### config.mk
export PLATFORM = sky130hd
export DESIGN_NAME = notify_condition_check_flat
export DESIGN_NICKNAME = d
export VERILOG_FILES = /design/src/sv/ncc_pkg.sv /design/src/sv/ncc_if.sv /design/src/sv/ncc_cfg_regs.sv /design/src/sv/ncc_decide.sv /design/src/sv/notify_condition_check.sv /design/src/flat_wrapper.sv
export SDC_FILE = /design/constraint.sdc
export NUM_CORES = 1
export LEC_CHECK = 0
export BUFFER_PORTS_ARGS = -buffer_cell sky130_fd_sc_hd__buf_2
export CAP_MARGIN = 30
export CORE_ASPECT_RATIO = 0.7
export CORE_MARGIN = 5
export CORE_UTILIZATION = 49
export DETAILED_ROUTE_END_ITERATION = 6
export PLACE_DENSITY_LB_ADDON = 0.2
export SLEW_MARGIN = 20
export SYNTH_ARGS = -nofsm -noshare
export SYNTH_HDL_FRONTEND = slang
export SYNTH_SLANG_ARGS = --single-unit
### constraint.sdc
create_clock -name clk -period 7.2 [get_ports clk]
set_input_delay 1.44 -clock clk [delete_from_list [all_inputs] [get_ports clk]]
set_output_delay 1.44 -clock clk [all_outputs]
set_load 0.05 [all_outputs]
### src/sv/ncc_pkg.sv
// Package for the notification condition check block.
// Holds register codes, enable bit positions and the configuration struct.
// No dependencies; ncc_cfg_regs, ncc_decide and notify_condition_check use it.
package ncc_pkg;

	// Widths of the APB-style configuration port.
	localparam int unsigned APB_ADDR_W = 5;
	localparam int unsigned APB_DATA_W = 32;

	// Register index codes, taken from paddr[4:2].
	localparam logic [2:0] REG_ENABLE_MASK    = 3'd0;
	localparam logic [2:0] REG_MIN_PERIOD     = 3'd1;
	localparam logic [2:0] REG_MAX_PERIOD     = 3'd2;
	localparam logic [2:0] REG_CHANGE_STEP    = 3'd3;
	localparam logic [2:0] REG_LOW_THRESHOLD  = 3'd4;
	localparam logic [2:0] REG_HIGH_THRESHOLD = 3'd5;

	// Bit positions inside enable_mask.
	localparam int unsigned EN_PMIN = 0;
	localparam int unsigned EN_PMAX = 1;
	localparam int unsigned EN_STEP = 2;
	localparam int unsigned EN_LT   = 3;
	localparam int unsigned EN_GT   = 4;

	// Reset values of the registers.
	localparam logic [4:0]  ENABLE_MASK_RST = 5'd0;
	localparam logic [31:0] MIN_PERIOD_RST  = 32'd1;
	localparam logic [31:0] MAX_PERIOD_RST  = 32'd1;

	typedef struct packed {
		logic [4:0]         enable_mask;
		logic [31:0]        min_period;
		logic [31:0]        max_period;
		logic [30:0]        change_step;
		logic signed [31:0] low_threshold;
		logic signed [31:0] high_threshold;
	} cfg_t;

endpackage

### src/sv/ncc_if.sv
// Valid/ready channel interfaces for the notification condition check block.
// One carries input ticks, the other the decisions. No dependencies.
interface ncc_in_if;
	logic               valid;
	logic               ready;
	logic [31:0]        now_seconds;
	logic signed [31:0] sample_value;

	modport source (output valid, output now_seconds, output sample_value, input ready);
	modport sink (input valid, input now_seconds, input sample_value, output ready);
endinterface

interface ncc_out_if;
	logic valid;
	logic ready;
	logic notify;

	modport source (output valid, output notify, input ready);
	modport sink (input valid, input notify, output ready);
endinterface

### src/sv/ncc_cfg_regs.sv
// APB-style register file of the notification condition check block.
// Depends on ncc_pkg for register codes, reset values and cfg_t.
module ncc_cfg_regs (
	input  logic                           clk,
	input  logic                           arst_n,
	input  logic                           psel,
	input  logic                           penable,
	input  logic                           pwrite,
	input  logic [ncc_pkg::APB_ADDR_W-1:0] paddr,
	input  logic [ncc_pkg::APB_DATA_W-1:0] pwdata,
	output logic [ncc_pkg::APB_DATA_W-1:0] prdata,
	output logic                           pready,
	output ncc_pkg::cfg_t                  cfg
);

	ncc_pkg::cfg_t cfg_q;
	logic [2:0]    reg_idx;
	logic          wr_en;

	assign reg_idx = paddr[4:2];
	assign pready  = 1'b1;
	assign wr_en   = psel && penable && pwrite;
	assign cfg     = cfg_q;

	always_ff @(posedge clk or negedge arst_n) begin
		if (!arst_n) begin
			cfg_q.enable_mask    <= ncc_pkg::ENABLE_MASK_RST;
			cfg_q.min_period     <= ncc_pkg::MIN_PERIOD_RST;
			cfg_q.max_period     <= ncc_pkg::MAX_PERIOD_RST;
			cfg_q.change_step    <= '0;
			cfg_q.low_threshold  <= '0;
			cfg_q.high_threshold <= '0;
		end else if (wr_en) begin
			unique case (reg_idx)
				ncc_pkg::REG_ENABLE_MASK:    cfg_q.enable_mask    <= pwdata[4:0];
				ncc_pkg::REG_MIN_PERIOD:     cfg_q.min_period     <= pwdata;
				ncc_pkg::REG_MAX_PERIOD:     cfg_q.max_period     <= pwdata;
				ncc_pkg::REG_CHANGE_STEP:    cfg_q.change_step    <= pwdata[30:0];
				ncc_pkg::REG_LOW_THRESHOLD:  cfg_q.low_threshold  <= $signed(pwdata);
				ncc_pkg::REG_HIGH_THRESHOLD: cfg_q.high_threshold <= $signed(pwdata);
				default: ;
			endcase
		end
	end

	always_comb begin
		unique case (reg_idx)
			ncc_pkg::REG_ENABLE_MASK:    prdata = {27'd0, cfg_q.enable_mask};
			ncc_pkg::REG_MIN_PERIOD:     prdata = cfg_q.min_period;
			ncc_pkg::REG_MAX_PERIOD:     prdata = cfg_q.max_period;
			ncc_pkg::REG_CHANGE_STEP:    prdata = {1'b0, cfg_q.change_step};
			ncc_pkg::REG_LOW_THRESHOLD:  prdata = cfg_q.low_threshold;
			ncc_pkg::REG_HIGH_THRESHOLD: prdata = cfg_q.high_threshold;
			default:                     prdata = '0;
		endcase
	end

endmodule

### src/sv/ncc_decide.sv
// Combinational decision logic: fire or hold for one tick.
// Depends on ncc_pkg for cfg_t and the enable bit positions.
module ncc_decide (
	input  ncc_pkg::cfg_t      cfg,
	input  logic [31:0]        now_seconds,
	input  logic signed [31:0] sample_value,
	input  logic [31:0]        sent_time,
	input  logic signed [31:0] sent_value,
	output logic               fire
);

	logic [32:0]        pmax_due_time;
	logic [32:0]        pmin_end_time;
	logic signed [33:0] val_w;
	logic signed [33:0] sent_w;
	logic signed [33:0] step_w;
	logic               pmax_fire;
	logic               pmin_hold;
	logic               step_hold;
	logic               lt_hold;
	logic               gt_hold;

	// Time sums are one bit wider so they never wrap.
	assign pmax_due_time = {1'b0, sent_time} + {1'b0, cfg.max_period};
	assign pmin_end_time = {1'b0, sent_time} + {1'b0, cfg.min_period};
	assign pmax_fire = cfg.enable_mask[ncc_pkg::EN_PMAX] && (pmax_due_time <= {1'b0, now_seconds});
	assign pmin_hold = cfg.enable_mask[ncc_pkg::EN_PMIN] && (pmin_end_time > {1'b0, now_seconds});

	// The step band is formed at 34 bits, wide enough for both edges.
	assign val_w  = 34'(sample_value);
	assign sent_w = 34'(sent_value);
	assign step_w = $signed({3'b000, cfg.change_step});
	assign step_hold = cfg.enable_mask[ncc_pkg::EN_STEP]
		&& (sent_w + step_w > val_w) && (sent_w - step_w < val_w);

	assign lt_hold = cfg.enable_mask[ncc_pkg::EN_LT]
		&& ((sample_value >= cfg.low_threshold) || (sent_value < cfg.low_threshold));
	assign gt_hold = cfg.enable_mask[ncc_pkg::EN_GT]
		&& ((sample_value <= cfg.high_threshold) || (sent_value > cfg.high_threshold));

	always_comb begin
		priority if (cfg.enable_mask == 5'd0) begin
			fire = 1'b0;
		end else if (pmax_fire) begin
			fire = 1'b1;
		end else begin
			fire = !(pmin_hold || step_hold || lt_hold || gt_hold);
		end
	end

endmodule

### src/sv/notify_condition_check.sv
// Top level of the notification condition check block.
// Depends on ncc_pkg, ncc_if, ncc_cfg_regs and ncc_decide.
//
// Each transfer on the item channel brings a time in seconds and a sample; the
// block answers every one with exactly one transfer on the result channel that
// says whether a notification should go out now. The checks are taken in
// order: with no condition enabled it never fires; an elapsed maximum period
// fires; an unfinished minimum period holds; a sample inside the step band
// around the last sent value holds; a low or high threshold crossing that is
// not new holds; otherwise it fires. When it fires, the sample and the time
// are recorded as the last sent value and time. The block takes one item per
// clock cycle while the item channel is not stalled. An item taken goes into
// the input register; its decision is written from there into the result
// register, from which the result is transferred. The decision logic in front
// of the result register has as its longest path the 34-bit add and compare
// of the step band around the last sent value. The recorded state is updated
// at the same edge as the result register, so the next item always sees it.
// The result register lets a new item enter while a finished result still
// waits to be taken; a stalled result channel stalls the item channel only
// once both registers are full. Registers are to be written over the APB-style
// port only while no item is in flight; the block itself does not enforce it.
// They sit at byte address 4 times their index; pready is always high.
module notify_condition_check (
	input  logic                           clk,
	input  logic                           arst_n,
	ncc_in_if.sink                         item,
	ncc_out_if.source                      result,
	input  logic                           psel,
	input  logic                           penable,
	input  logic                           pwrite,
	input  logic [ncc_pkg::APB_ADDR_W-1:0] paddr,
	input  logic [ncc_pkg::APB_DATA_W-1:0] pwdata,
	output logic [ncc_pkg::APB_DATA_W-1:0] prdata,
	output logic                           pready
);

	ncc_pkg::cfg_t cfg;

	// Input register stage.
	logic               valid_s1;
	logic [31:0]        now_s1;
	logic signed [31:0] sample_s1;

	// Result register and recorded state.
	logic               out_valid_q;
	logic               notify_q;
	logic [31:0]        sent_time_q;
	logic signed [31:0] sent_value_q;

	logic fire;
	logic advance;
	logic commit;

	ncc_cfg_regs u_cfg_regs (
		.clk     (clk),
		.arst_n  (arst_n),
		.psel    (psel),
		.penable (penable),
		.pwrite  (pwrite),
		.paddr   (paddr),
		.pwdata  (pwdata),
		.prdata  (prdata),
		.pready  (pready),
		.cfg     (cfg)
	);

	ncc_decide u_decide (
		.cfg          (cfg),
		.now_seconds  (now_s1),
		.sample_value (sample_s1),
		.sent_time    (sent_time_q),
		.sent_value   (sent_value_q),
		.fire         (fire)
	);

	// The result register can take a new decision when it is empty or its
	// current result is being transferred in this cycle.
	assign advance = !out_valid_q || result.ready;
	// A decision is final when the input stage holds an item that moves on.
	assign commit = valid_s1 && advance;

	// The input stage is free when empty or when its item moves on now.
	assign item.ready = !valid_s1 || advance;

	assign result.valid  = out_valid_q;
	assign result.notify = notify_q;

	always_ff @(posedge clk or negedge arst_n) begin
		if (!arst_n) begin
			valid_s1 <= 1'b0;
		end else if (item.ready) begin
			valid_s1 <= item.valid;
		end
	end

	always_ff @(posedge clk) begin
		if (item.valid && item.ready) begin
			now_s1    <= item.now_seconds;
			sample_s1 <= item.sample_value;
		end
	end

	always_ff @(posedge clk or negedge arst_n) begin
		if (!arst_n) begin
			out_valid_q <= 1'b0;
		end else if (advance) begin
			out_valid_q <= valid_s1;
		end
	end

	always_ff @(posedge clk) begin
		if (commit) begin
			notify_q <= fire;
		end
	end

	// The last sent time and value start at zero and follow every firing.
	always_ff @(posedge clk or negedge arst_n) begin
		if (!arst_n) begin
			sent_time_q  <= '0;
			sent_value_q <= '0;
		end else if (commit && fire) begin
			sent_time_q  <= now_s1;
			sent_value_q <= sample_s1;
		end
	end

endmodule

### src/flat_wrapper.sv
// flat-port wrapper written by rule: the top's interface ports become plain ports
module notify_condition_check_flat 
  (clk, arst_n, psel, penable, pwrite, paddr, pwdata, prdata, pready, item_valid, item_now_seconds, item_sample_value, item_ready, result_valid, result_notify, result_ready);
  ncc_in_if item_i ();
  ncc_out_if result_i ();
  input  logic clk;
  input  logic arst_n;
  input  logic psel;
  input  logic penable;
  input  logic pwrite;
  input  logic [ncc_pkg::APB_ADDR_W-1:0] paddr;
  input  logic [ncc_pkg::APB_DATA_W-1:0] pwdata;
  output logic [ncc_pkg::APB_DATA_W-1:0] prdata;
  output logic pready;
  input wire logic [$bits(item_i.valid)-1:0] item_valid;
  input wire logic [$bits(item_i.now_seconds)-1:0] item_now_seconds;
  input wire logic [$bits(item_i.sample_value)-1:0] item_sample_value;
  output wire logic [$bits(item_i.ready)-1:0] item_ready;
  output wire logic [$bits(result_i.valid)-1:0] result_valid;
  output wire logic [$bits(result_i.notify)-1:0] result_notify;
  input wire logic [$bits(result_i.ready)-1:0] result_ready;
  assign item_i.valid = item_valid;
  assign item_i.now_seconds = item_now_seconds;
  assign item_i.sample_value = item_sample_value;
  assign item_ready = item_i.ready;
  assign result_valid = result_i.valid;
  assign result_notify = result_i.notify;
  assign result_i.ready = result_ready;
  notify_condition_check u_core (.clk(clk), .arst_n(arst_n), .item(item_i), .result(result_i), .psel(psel), .penable(penable), .pwrite(pwrite), .paddr(paddr), .pwdata(pwdata), .prdata(prdata), .pready(pready));
endmodule
### Word level (Yosys, flattened, before mapping)

Index checks and enable logic that the tools add are counted.

* add/subtract/negate cells: 4
* $mul: 0
* divide/modulo/power cells: 0
* order comparisons: 8
* eq/ne operators: 5
* shifts and indexed selects: 0
* muxes and demuxes: 3
* bitwise gates (word level): 0
* reduce and logical (&&, ||, !) cells: 29

Operators with widths (number)
* 32-bit case mux with 6 select lines: 1
* 32-bit by 32-bit adder with 33-bit output: 3
* 33-bit by 32-bit greater-than comparator with 1-bit output: 2
* 33-bit by 32-bit less-or-equal comparator with 1-bit output: 1
* 33-bit by 32-bit less-than comparator with 1-bit output: 1
* 32-bit by 32-bit subtractor with 33-bit output: 1
* 32-bit >= comparator: 1
* 32-bit greater-than comparator: 1
* 32-bit less-or-equal comparator: 1
* 32-bit less-than comparator: 1
* 2-bit AND reduction: 6
* 1-bit logical AND: 11
* 1-bit logical OR: 7
* 3-bit by 2-bit equality test with 1-bit output (second input constant): 2
* 3-bit equality test (second input constant): 2
* 5-bit logical NOT: 1
* 3-bit by 1-bit equality test with 1-bit output (second input constant): 1
* 1-bit logical NOT: 3
* 3-bit logical NOT: 1
* 1-bit two-way mux: 2

* bits in registers: 295
* bits in latches: 0
* bits in writable memories: 0
* memory bits (read-only): 0
* input bits: 108
* output and inout bits: 36
* logic and storage cells: 62
* memories kept: 0

### Depth between registers and ports, before layout

Gate-level depths: netlist (run 1).

* depth after elaboration: 11
* depth in mapped cells: 25
* gate-level depth less buffers: 24

### Modules after synthesis

Synthesis (run 1) repeated with hierarchy kept, for this count alone.

* cell total of the unflattened synthesis: 2368
* area, all modules: 24224.5 um^2

Modules (own cells, without submodules)
* ncc_decide: instances 1, cells each 1664, area an instance 12181.7 um^2, sequential area each 0.0 um^2
* ncc_cfg_regs: instances 1, cells each 495, area an instance 7293.2 um^2, sequential area each 4106.4 um^2
* notify_condition_check: instances 1, cells each 209, area an instance 4749.6 um^2, sequential area each 3603.5 um^2

### Worst setup path before layout (run 1)

OpenSTA, ideal clock, no wires.

* path kind: register to register
* from: reg u_core.sent_value_q[1]
* to: reg u_core.sent_time_q[10]
* setup time: 125 ps
* arrival time: 5029 ps
* data required time: 7075 ps
* slack: 2046 ps
* stages on the path, launching flop included: 24
* path buffers: 1
* clock period less this slack: 5154 ps
* cell sequence: dfrtp_1 -> inv_1 -> fa_1 -> o21bai_1 -> a21oi_1 -> o21ai_0 -> a31oi_1 -> o21ai_0 -> nand4_1 -> a2111oi_0 -> o21ai_0 -> nand2_1 -> xnor2_1 -> ha_1 -> a21o_1 -> a21oi_1 -> nor2_1 -> a2111oi_0 -> o2111ai_1 -> a211oi_1 -> nand4b_2 -> o21ai_4 -> buf_12 -> mux2_4

* longest elaborated chain between the ends: 11
* elaborated cells on any way between the ends: 19
* those cells by class: add/sub (2); order compare (4); mux (2); reduce/logical (11)

Ends and longest elaborated chain
* from (decl): RTL line notify_condition_check.sv:48 `logic signed [31:0] sent_value_q;`
* from (signal assigned): RTL line notify_condition_check.sv:124 `sent_value_q <= sample_s1;`
* 32-bit by 32-bit adder with 33-bit output: RTL line ncc_decide.sv:34 `&& (sent_w + step_w > val_w) && (sent_w - step_w < val_w);`
* 33-bit by 32-bit greater-than comparator with 1-bit output: RTL line ncc_decide.sv:34
* 1-bit logical AND (2 in a row): RTL line ncc_decide.sv:34
* 1-bit logical OR (2 in a row): RTL line ncc_decide.sv:47 `fire = !(pmin_hold || step_hold || lt_hold || gt_hold);`
* 1-bit logical OR *: RTL line ncc_decide.sv:47
* 1-bit logical NOT *: RTL line ncc_decide.sv:47
* 1-bit two-way mux *: RTL line ncc_decide.sv:44 `end else if (pmax_fire) begin`
* 1-bit two-way mux *: RTL line ncc_decide.sv:42 `priority if (cfg.enable_mask == 5'd0) begin`
* 1-bit logical AND *: RTL line notify_condition_check.sv:122 `end else if (commit && fire) begin`
* to (signal assigned): RTL line notify_condition_check.sv:123 `sent_time_q <= now_s1;`
* to (decl): RTL line notify_condition_check.sv:47 `logic [31:0] sent_time_q;`

Mark *: on every way between the ends. The rest lies on a longest branch, timed or not.
A chain may end at the register's enable or synchronous reset.

### Worst setup path after layout (run 1)

* from: reg u_core.u_cfg_regs.cfg_q, in the netlist u_core.u_cfg_regs.cfg[64]
* to: reg u_core.sent_time_q[2]

* longest elaborated chain between the ends: 11
* elaborated cells on any way between the ends: 13
* those cells by class: add/sub (2); order compare (2); mux (2); reduce/logical (7)

Ends and longest elaborated chain
* from (decl): RTL line ncc_cfg_regs.sv:16 `ncc_pkg::cfg_t cfg_q;`
* 32-bit by 32-bit adder with 33-bit output: RTL line ncc_decide.sv:34
* 33-bit by 32-bit greater-than comparator with 1-bit output: RTL line ncc_decide.sv:34
* 1-bit logical AND: RTL line ncc_decide.sv:34
* 1-bit logical AND *: RTL line ncc_decide.sv:34
* 1-bit logical OR * (3 in a row): RTL line ncc_decide.sv:47
* 1-bit logical NOT *: RTL line ncc_decide.sv:47
* 1-bit two-way mux *: RTL line ncc_decide.sv:44
* 1-bit two-way mux *: RTL line ncc_decide.sv:42
* 1-bit logical AND *: RTL line notify_condition_check.sv:122

Marked as above.

==> impl_metrics.env, run 1 <==
export IMPL_drc_errors=0
export IMPL_synth_flop_cell="dfrtp_1"
export IMPL_crit_required_ns=7.63
export IMPL_cts_num_sinks=295
export IMPL_syn2layout_area_growth_pct=10.6
export IMPL_synth_nets=2969
export IMPL_netlist_area_mm2=0.0240
export IMPL_max_stage_delay_ns=0.62
export IMPL_final_cell_mix="ha_1, dfrtp_1, inv_1"
export IMPL_drtPass1Iterations=5
export IMPL_worstSetupEndpointType="flop"
export IMPL_grt_pass1_vias=18925
export IMPL_hold_path_class="reg2reg"
export IMPL_syn_area_per_cell_um2=9.68
export IMPL_ys_async_sr_fraction_pct=78.0
export IMPL_finalMaxSlewViolations=0
export IMPL_final_hold_viol_count=0
export IMPL_rows=67
export IMPL_clock_latency_ns=0.55
export IMPL_arrival_ns=7.08
export IMPL_core_mm2=0.0481
export IMPL_finish_utilization_pct=55.0
export IMPL_finalSetupViolCount=0
export IMPL_hold_slack_ns=0.511
export IMPL_vias=19539
export IMPL_setup_worst_path_start_class="flop"
export IMPL_ys_types=78
export IMPL_place_hpwl_mm=60.1
export IMPL_status="completed"
export IMPL_root_buffer="clkbuf_16"
export IMPL_synth_edf_count=65
export IMPL_rsz0062_at_grt="no"
export IMPL_h_tree_depth=2
export IMPL_ios=144
export IMPL_finalCritPeriodShare_pct=92.3
export IMPL_layout_commonest_cell="ha_1"
export IMPL_numCtsBuffers=35
export IMPL_final_layout_size_suffix_gt1_share_pct=15.7
export IMPL_gp_congestion=0.952
export IMPL_setup_tns_ns=0
export IMPL_grt_max_degree=153
export IMPL_dr_first_iter_drc_count=1596
export IMPL_yosys_warnings=0
export IMPL_cts_hold_fix_buffers=0
export IMPL_cts_resized=0
export IMPL_wl_per_cell_um=22.7
export IMPL_die_y_um=195
export IMPL_p_leak_nw=12.6
export IMPL_drv_cap=0
export IMPL_ir_drop_mv=0.257
export IMPL_postRouteAntennaNets=0
export IMPL_start_util_pct=49.8
export IMPL_clk_pin_slew_ns=0.06
export IMPL_tightest_slew_ns=0.965
export IMPL_seq_area_frac_synth_pct=32.2
export IMPL_routed_wl_mm=74.5
export IMPL_clockBufferDepth=3
export IMPL_finClkSkew_ns=0.0248
export IMPL_cts_setup_buffers=0
export IMPL_grt_overflow_total=0
export IMPL_p_per_area_mw_per_mm2=446
export IMPL_min_period_ns=6.65
export IMPL_crit_type="reg2reg"
export IMPL_fin_nets=3092
export IMPL_cp_common_cell="o21ai_0"
export IMPL_viasPerCell=5.95
export IMPL_cp_max_fo=32
export IMPL_cts_tree="done"
export IMPL_slowest_stage="a2111oi_0"
export IMPL_netlist_instances=2475
export IMPL_antenna_found_initial=6
export IMPL_fmax_mhz=150
export IMPL_dieArea_mm2=0.0535
export IMPL_track_usage_pct=27.3
export IMPL_synth_seq_cells=295
export IMPL_die_w_um=274
export IMPL_timing_slew_headroom_pct=35.3
export IMPL_grt_pass1_wl_mm=113
export IMPL_fillers=4330
export IMPL_io_buffers=140
[state kept, by name, summed over array words and instances, names as in the netlist]
name	flops
u_core.result.notify	1
u_core.valid_s1	1
u_core.sent_time_q	32
u_core.result.valid	1
u_core.u_cfg_regs.cfg	164
u_core.sent_value_q	32
u_core.now_s1	32
u_core.sample_s1	32
[layout make-up]
| class | count | area, um2 | share of cell area, % |
|---|---|---|---|
| diodes | 4 | 10.0 | 0.0378 |
| inverters | 220 | 826 | 3.12 |
| clock inverters | 12 | 104 | 0.392 |
| clock buffers | 50 | 1020 | 3.87 |
| well taps | 655 | 820 | 3.09 |
| repair buffers | 158 | 918 | 3.47 |
| multi-input cells | 1888 | 15100 | 56.9 |
| flip-flops and latches | 295 | 7710 | 29.1 |
[worst max-delay path: cells and delay by family, from the launching register on]
family / cells / cell delay [ns]
compound gates: 13 / 3.59
fa+ha+maj: 3 / 0.89
simple gates: 4 / 0.50
buf+inv: 3 / 0.49
flops: 1 / 0.48
mux: 1 / 0.38
xor+xnor: 1 / 0.12
[through the flow]
stage / setup slack, ns / cells / total power (W) / instance area, um2
global placement: 0.458 / 3213 / 0.00968 / 25300
detailed placement: 0.738 / 3215 / 0.00991 / 25300
floorplan: 2.05 / 2475 / 0.00798 / 24000
global route: 0.182 / 3282 / 0.0128 / 26500
finish: 0.552 / 3282 / 0.0118 / 26500
CTS: 0.691 / 3277 / 0.0117 / 26500
[final timing paths]
kind,from,endpoint,slack (ns),cells after the start
hold reg to reg,u_core.valid_s1$_DFFE_PN0N_,u_core.result.valid$_DFFE_PN0P_,0.51,1
max in group asynchronous,arst_n,u_core.sent_value_q[26]$_DFFE_PN0P_,5.09,2
min in group asynchronous,arst_n,u_core.sent_time_q[6]$_DFFE_PN0P_,0.87,1
setup reg to reg,u_core.u_cfg_regs.cfg[64]$_DFFE_PN0P_,u_core.sent_time_q[2]$_DFFE_PN0P_,0.55,25
hold / removal,u_core.valid_s1$_DFFE_PN0N_,u_core.result.valid$_DFFE_PN0P_,0.51,1
setup / recovery,u_core.u_cfg_regs.cfg[64]$_DFFE_PN0P_,u_core.sent_time_q[2]$_DFFE_PN0P_,0.55,25
[cell usage after synthesis, drive strengths merged (4+ instances only)]
master | instances | area, um2
ha | 382 | 4780
dfrtp | 228 | 5710
inv | 220 | 826
a21oi | 197 | 993
o21ai | 184 | 932
nand2 | 173 | 649
mux2 | 167 | 2090
nor2 | 119 | 447
xnor2 | 82 | 718
a21o | 74 | 556
edfxtp | 65 | 1950
nand4 | 54 | 338
clkbuf | 51 | 191
nand3 | 39 | 195
mux2i | 36 | 360
xor2 | 35 | 307
nor3 | 31 | 155
nor2b | 30 | 188
o21bai | 28 | 210
a221o | 27 | 270
nand2b | 25 | 156
buf | 21 | 189
o21a | 21 | 158
a211oi | 19 | 158
o31ai | 13 | 118
a31oi | 12 | 75.1
nor4 | 12 | 75.1
a2111oi | 10 | 87.6
and3 | 10 | 62.6
o211ai | 10 | 80.1
o22ai | 8 | 50.1
or4 | 8 | 60.1
and2 | 7 | 43.8
o31a | 6 | 52.6
or3 | 6 | 37.5
a21boi | 5 | 37.5
a31o | 5 | 43.8
o41ai | 5 | 51.3
a211o | 4 | 35.0
a221oi | 4 | 41.3
fa | 4 | 80.1
[power by group]
group          total [W]  leakage (nW)  switching (W)  internal, W
logic            0.00731          8.68        0.00413      0.00318
registers        0.00273          3.40       0.000607      0.00213
clock network    0.00176         0.554       0.000754      0.00101
total             0.0118          12.6        0.00550      0.00631
[cells by family (layout without fill, tap and decap cells)]
group	after synthesis	after routing	share of synthesized area, %
AOI/OAI and AO/OA	652	652	17.2
xor gates and xnor gates	117	117	4.28
and+or+nand+nor	527	527	10.5
adders and majority gates	386	386	20.3
other	1	5	0.0157
buffers and inverters	292	440	5.04
muxes	205	205	10.4
DFF	295	295	32.2
[routing by layer]
layer / routed length (um) / global-route usage [%]
met1: 37700 / 44.2
met2: 29700 / 37.5
met3: 5330 / 4.20
met4: 1680 / 6.83
met5: 27 / 0
No activity file was read; power rests on OpenSTA's default activity.
==> run 2: changes to the inputs <==
--- a/config.mk
+++ b/config.mk
@@ -9,7 +9,7 @@
 export CAP_MARGIN = 30
 export CORE_ASPECT_RATIO = 0.7
 export CORE_MARGIN = 5
-export CORE_UTILIZATION = 49
+export CORE_UTILIZATION = 30
 export DETAILED_ROUTE_END_ITERATION = 6
 export PLACE_DENSITY_LB_ADDON = 0.2
 export SLEW_MARGIN = 20
==> run 2 against run 1 <==
Effect of this change: critical path depth shrank 1; critical endpoint is now u_core.sent_time_q[0]$_DFFE_PN0P_; sequential cell count did not move; non-clock buffer count increased by 2; sequential share of layout area shrank 0.65 points; final area increased by 2.3%; final cell count increased by 12%; clock skew grew 0.0059 ns.
==> impl_metrics.env, run 2 (synthesis results as in run 1) <==
export IMPL_finish_utilization_pct=34.3
export IMPL_total_power_w=0.0120
export IMPL_clock_latency_ns=0.57
export IMPL_grt_overflow_total=0
export IMPL_routed_wl_mm=81.7
export IMPL_grt_max_degree=131
export IMPL_grt_pass1_wl_mm=121
export IMPL_numCtsBuffers=36
export IMPL_drv_cap=0
export IMPL_dpl_cell_area_mm2=0.0259
export IMPL_core_mm2=0.0790
export IMPL_place_hpwl_mm=67.1
export IMPL_vias=19076
export IMPL_antenna_found_initial=1
export IMPL_rows=86
export IMPL_finalSetupViolCount=0
export IMPL_die_w_um=348
export IMPL_dieArea_mm2=0.0857
export IMPL_finClkSkew_ns=0.0306
export IMPL_start_util_pct=30.3
export IMPL_largest_register_ffs=164
export IMPL_root_buffer="clkbuf_16"
export IMPL_fillers=8072
export IMPL_finalCritPeriodShare_pct=93.4
export IMPL_ff_latch_area_mm2=0.00771
export IMPL_hold_path_class="reg2reg"
export IMPL_gp_congestion=0.894
export IMPL_die_y_um=246
export IMPL_cts_resized=0
export IMPL_p_per_area_mw_per_mm2=443
export IMPL_hold_slack_ns=0.493
export IMPL_cts_setup_buffers=0
export IMPL_arrival_ns=7.17
export IMPL_layout_commonest_cell="ha_1"
export IMPL_combinationalPowerShare_pct=61.0
export IMPL_min_period_ns=6.73
export IMPL_multiInputGateArea_mm2=0.0151
export IMPL_p_sw_w=0.00558
export IMPL_finalMaxSlewViolations=0
export IMPL_drc_errors=0
export IMPL_ir_drop_mv=0.155
export IMPL_worstSetupEndpointType="flop"
export IMPL_cp_max_fo=32
export IMPL_dr_first_iter_drc_count=1423
export IMPL_pwr_share_seq_pct=23.0
export IMPL_pwr_share_clk_pct=16.0
export IMPL_cts_num_sinks=295
export IMPL_wl_per_cell_um=22.2
export IMPL_rsz0062_at_grt="no"
export IMPL_cts_hold_fix_buffers=0
export IMPL_syn2layout_area_growth_pct=13.1
export IMPL_crit_type="reg2reg"
export IMPL_crit_required_ns=7.65
export IMPL_cts_tree="done"
export IMPL_intPower_w=0.00643
export IMPL_tightest_slew_ns=0.975
export IMPL_setup_tns_ns=0
export IMPL_track_usage_pct=18.7
export IMPL_final_hold_viol_count=0
export IMPL_fmax_mhz=149
export IMPL_final_layout_size_suffix_gt1_share_pct=15.9
export IMPL_io_buffers=140
export IMPL_postRouteAntennaNets=0
export IMPL_grt_pass1_vias=19156
export IMPL_timing_slew_headroom_pct=34.4
export IMPL_status="completed"
export IMPL_p_sw_share_pct=46.5
export IMPL_drtPass1Iterations=5
export IMPL_final_cell_mix="ha_1, dfrtp_1, inv_1"
export IMPL_clk_pin_slew_ns=0.06
export IMPL_setup_worst_path_start_class="flop"
export IMPL_h_tree_depth=2
export IMPL_ios=144
export IMPL_clockBufferDepth=3
export IMPL_p_leak_nw=12.7
export IMPL_fin_nets=3095
export IMPL_finalInstanceArea_mm2=0.0271
export IMPL_viasPerCell=5.18
-- run 2: cell types whose count changed in the layout (fill, tap and decap cells not counted), sizes merged --
cell and change:
inv -3, diode -3, clkbuf -2, clkinv +6, buf +1, bufinv +3
-- run 2: worst max-delay path, stage by stage, from the launching register on --
cell,delay [ns]
dfrtp_1,0.52
inv_1,0.15
fa_1,0.45
o21bai_1,0.14
a21oi_1,0.12
o21ai_0,0.20
a31oi_1,0.17
o21ai_0,0.20
buf_4,0.17
nand4_1,0.12
a2111oi_0,0.63
nor2_1,0.13
xor2_1,0.19
ha_1,0.31
nand4_1,0.19
nor4_1,0.88
nand4_1,0.27
nand3_1,0.16
nor3_1,0.06
buf_4,0.17
a211oi_1,0.35
nand4b_2,0.19
o21ai_4,0.13
buf_12,0.26
mux2_2,0.37
-- run 2: per-stage QoR --
step,setup slack [ns],std cells
after floorplan,2.05,2475
after global placement,0.632,3614
after detailed placement,0.537,3618
after CTS,0.486,3683
after global routing,0.0448,3684
final,0.472,3685
-- run 2: final cells by class --
| type | count | share of cell area [%] |
|---|---|---|
| flip-flops and latches | 295 | 28.5 |
| repair buffers | 160 | 3.44 |
| well taps | 1056 | 4.88 |
| clock inverters | 18 | 0.684 |
| inverters | 220 | 3.05 |
| diodes | 1 | 0.00924 |
| multi-input cells | 1888 | 55.7 |
| clock buffers | 47 | 3.82 |
-- run 2: path summary, 6_finish.rpt --
kind	from	to	slack [ns]	depth (start not counted)
worst max register to register	u_core.u_cfg_regs.cfg[65]$_DFFE_PN0P_	u_core.sent_time_q[0]$_DFFE_PN0P_	0.47	24
max in group asynchronous	arst_n	u_core.sent_value_q[21]$_DFFE_PN0P_	5.08	2
worst max-delay path	u_core.u_cfg_regs.cfg[65]$_DFFE_PN0P_	u_core.sent_time_q[0]$_DFFE_PN0P_	0.47	24
min in group asynchronous	arst_n	u_core.sent_time_q[5]$_DFFE_PN0P_	0.85	1
worst min register to register	u_core.valid_s1$_DFFE_PN0N_	u_core.result.valid$_DFFE_PN0P_	0.49	1
worst min-delay path	u_core.valid_s1$_DFFE_PN0N_	u_core.result.valid$_DFFE_PN0P_	0.49	1
-- run 2: power groups by stage --
stage | registers, W | logic [W] | clock network (W)
after floorplan | 0.00246 | 0.00552 | 0
after global placement | 0.00276 | 0.00704 | 0
after detailed placement | 0.00277 | 0.00724 | 0
after CTS | 0.00275 | 0.00729 | 0.00199
after global routing | 0.00281 | 0.00819 | 0.00206
final | 0.00276 | 0.00732 | 0.00192
-- run 2: metal layers --
metal / up-vias / GRT usage (%) / part of all wire, %
met5: - / 0 / 0
met3: 82 / 2.08 / 4.4
li1: 9272 / - / -
met2: 465 / 26.1 / 39
met4: 0 / 4.46 / 2.2
met1: 9257 / 30.1 / 55
==> run 3: changes to the inputs <==
--- a/config.mk
+++ b/config.mk
@@ -7,7 +7,6 @@
 export LEC_CHECK = 0
 export BUFFER_PORTS_ARGS = -buffer_cell sky130_fd_sc_hd__buf_2
 export CAP_MARGIN = 30
-export CORE_ASPECT_RATIO = 0.7
 export CORE_MARGIN = 5
 export CORE_UTILIZATION = 30
 export DETAILED_ROUTE_END_ITERATION = 6
==> run 3 against run 2 <==
Effect of this change: worst hold slack improved by 0.0035 ns; final area increased by 0.74%; sequential cell count unchanged; register-to-register slack got worse by 0.11 ns; critical path depth increased by 1; fmax decreased by 1.6%; final cell count increased by 0.22%; clock-buffer cell count increased by 4; largest cell class unchanged; largest power group unchanged; highest routed layer is now met5.
==> impl_metrics.env, run 3 (synthesis results as in run 1) <==
export IMPL_cts_tree="done"
export IMPL_ios=144
export IMPL_crit_type="reg2reg"
export IMPL_p_sw_w=0.00555
export IMPL_max_stage_delay_ns=0.78
export IMPL_routed_wl_mm=79.6
export IMPL_ff_latch_area_mm2=0.00771
export IMPL_clock_latency_ns=0.57
export IMPL_hold_path_class="reg2reg"
export IMPL_slowest_stage="nor4_2"
export IMPL_cp_max_fo=32
export IMPL_min_period_ns=6.84
export IMPL_layout_commonest_cell="ha_1"
export IMPL_crit_family="compound AO/OA/AOI/OAI gates"
export IMPL_syn2layout_area_growth_pct=13.9
export IMPL_total_power_w=0.0121
export IMPL_setup_tns_ns=0
export IMPL_cts_setup_buffers=0
export IMPL_die_w_um=293
export IMPL_clockBufferDepth=3
export IMPL_h_tree_depth=2
export IMPL_timing_slew_headroom_pct=45.8
export IMPL_start_util_pct=30.3
export IMPL_instances_no_fill=3693
export IMPL_grt_max_degree=94
export IMPL_viasPerCell=5.13
export IMPL_finalCritPeriodShare_pct=95.0
export IMPL_fin_nets=3103
export IMPL_tightest_slew_ns=0.806
export IMPL_gp_congestion=0.938
export IMPL_postRouteAntennaNets=0
export IMPL_pwr_share_seq_pct=22.2
export IMPL_crit_required_ns=7.66
export IMPL_finClkSkew_ns=0.0224
export IMPL_fin_ws_ns=0.363
export IMPL_drtPass1Iterations=6
export IMPL_arrival_ns=7.29
export IMPL_core_mm2=0.0791
export IMPL_dieArea_mm2=0.0856
export IMPL_ir_drop_mv=0.188
export IMPL_place_hpwl_mm=65.2
export IMPL_finalSetupViolCount=0
export IMPL_io_buffers=140
export IMPL_grt_overflow_total=0
export IMPL_fmax_mhz=146
export IMPL_rows=103
export IMPL_p_sw_share_pct=45.9
export IMPL_status="completed"
export IMPL_rsz0062_at_grt="no"
export IMPL_pre_cts_ws_ns=0.497
export IMPL_die_y_um=293
export IMPL_p_leak_nw=12.8
export IMPL_numCtsBuffers=40
export IMPL_multiInputGateArea_mm2=0.0151
export IMPL_largest_register_ffs=164
export IMPL_intPower_w=0.00655
export IMPL_wl_per_cell_um=21.6
export IMPL_hold_path_depth=1
export IMPL_placedCellCount=3615
export IMPL_cts_num_sinks=295
export IMPL_combinationalPowerShare_pct=60.7
export IMPL_antenna_found_initial=3
export IMPL_p_per_area_mw_per_mm2=443
export IMPL_vias=18934
export IMPL_track_usage_pct=18.1
export IMPL_path_depth=25
export IMPL_root_buffer="clkbuf_16"
export IMPL_grt_pass1_wl_mm=121
export IMPL_final_cell_mix="ha_1, dfrtp_1, inv_1"
export IMPL_cp_common_cell="nand4_1"
export IMPL_drv_cap=0
export IMPL_worstSetupEndpointType="flop"
export IMPL_final_layout_size_suffix_gt1_share_pct=16.3
export IMPL_cts_resized=0
export IMPL_dr_first_iter_drc_count=864
export IMPL_setup_worst_path_start_class="flop"
export IMPL_pwr_share_clk_pct=17.1
export IMPL_fillers=8073
export IMPL_grt_pass1_vias=19652
export IMPL_cp_buffers_inverters=4
export IMPL_drc_errors=0
export IMPL_r2r_worst_path_cells=25
export IMPL_final_hold_viol_count=0
export IMPL_finalMaxSlewViolations=0
export IMPL_cts_hold_fix_buffers=0
export IMPL_clk_pin_slew_ns=0.06
[run 3: worst paths after layout]
path / startpoint / endpoint / slack [ns]
max in group asynchronous: arst_n / u_core.u_cfg_regs.cfg[95]$_DFFE_PN1P_ / 5.09
min: u_core.valid_s1$_DFFE_PN0N_ / u_core.result.valid$_DFFE_PN0P_ / 0.50
max: u_core.u_cfg_regs.cfg[64]$_DFFE_PN0P_ / u_core.sent_time_q[0]$_DFFE_PN0P_ / 0.36
min in group asynchronous: arst_n / u_core.sent_value_q[1]$_DFFE_PN0P_ / 0.90
min reg2reg: u_core.valid_s1$_DFFE_PN0N_ / u_core.result.valid$_DFFE_PN0P_ / 0.50
max reg2reg: u_core.u_cfg_regs.cfg[64]$_DFFE_PN0P_ / u_core.sent_time_q[0]$_DFFE_PN0P_ / 0.36
[run 3: final cells by class]
cell class	count	share of cell area [%]
clock buffers	51	4.23
repair buffers	164	3.58
multi-input cells	1888	55.3
clock inverters	22	0.811
well taps	1050	4.81
diodes	3	0.0275
flip-flops and latches	295	28.3
inverters	220	3.03
[run 3: metal layers]
| metal | global-route usage [%] | vias up | share of wire (%) |
|---|---|---|---|
| met1 | 25.9 | 9144 | 49 |
| met2 | 28.0 | 372 | 43 |
| met5 | 0 | - | 0.016 |
| li1 | - | 9291 | - |
| met3 | 2.15 | 125 | 3.2 |
| met4 | 7.19 | 2 | 4.2 |
[run 3: worst reg2reg max path, stage by stage, from the launching register on]
cell and delay [ns]:
dfrtp_1 0.43, ha_1 0.22, inv_1 0.06, fa_1 0.40
o21bai_1 0.15, a21oi_1 0.13, o21ai_0 0.23, a31oi_1 0.19
o21ai_0 0.22, buf_4 0.18, nand4_1 0.17, a2111oi_0 0.73
nor2_1 0.13, xor2_1 0.17, ha_1 0.32, nand4_1 0.21
nor4_2 0.79, nand4_1 0.27, nand3_1 0.16, nor3_1 0.06
buf_4 0.16, a211oi_1 0.33, nand4b_2 0.19, o21ai_4 0.13
buf_12 0.27, mux2_2 0.45
[run 3: power by group through the flow]
stage	clock [W]	sequential, W	combinational, W
after floorplan	0	0.00246	0.00552
after detailed placement	0	0.00271	0.00730
final	0.00207	0.00269	0.00735
after global placement	0	0.00270	0.00713
after global routing	0.00221	0.00275	0.00825
after CTS	0.00215	0.00268	0.00735
[run 3: per-stage QoR]
step / cell area [um2] / hold slack, ns / utilization (%)
final: 27300 / 0.496 / 34.5
after global routing: 27300 / 0.523 / 34.5
after global placement: 25800 / 0.466 / 32.6
after floorplan: 24000 / 0.449 / -
after detailed placement: 25900 / 0.480 / 32.7
after CTS: 27200 / 0.497 / 34.4
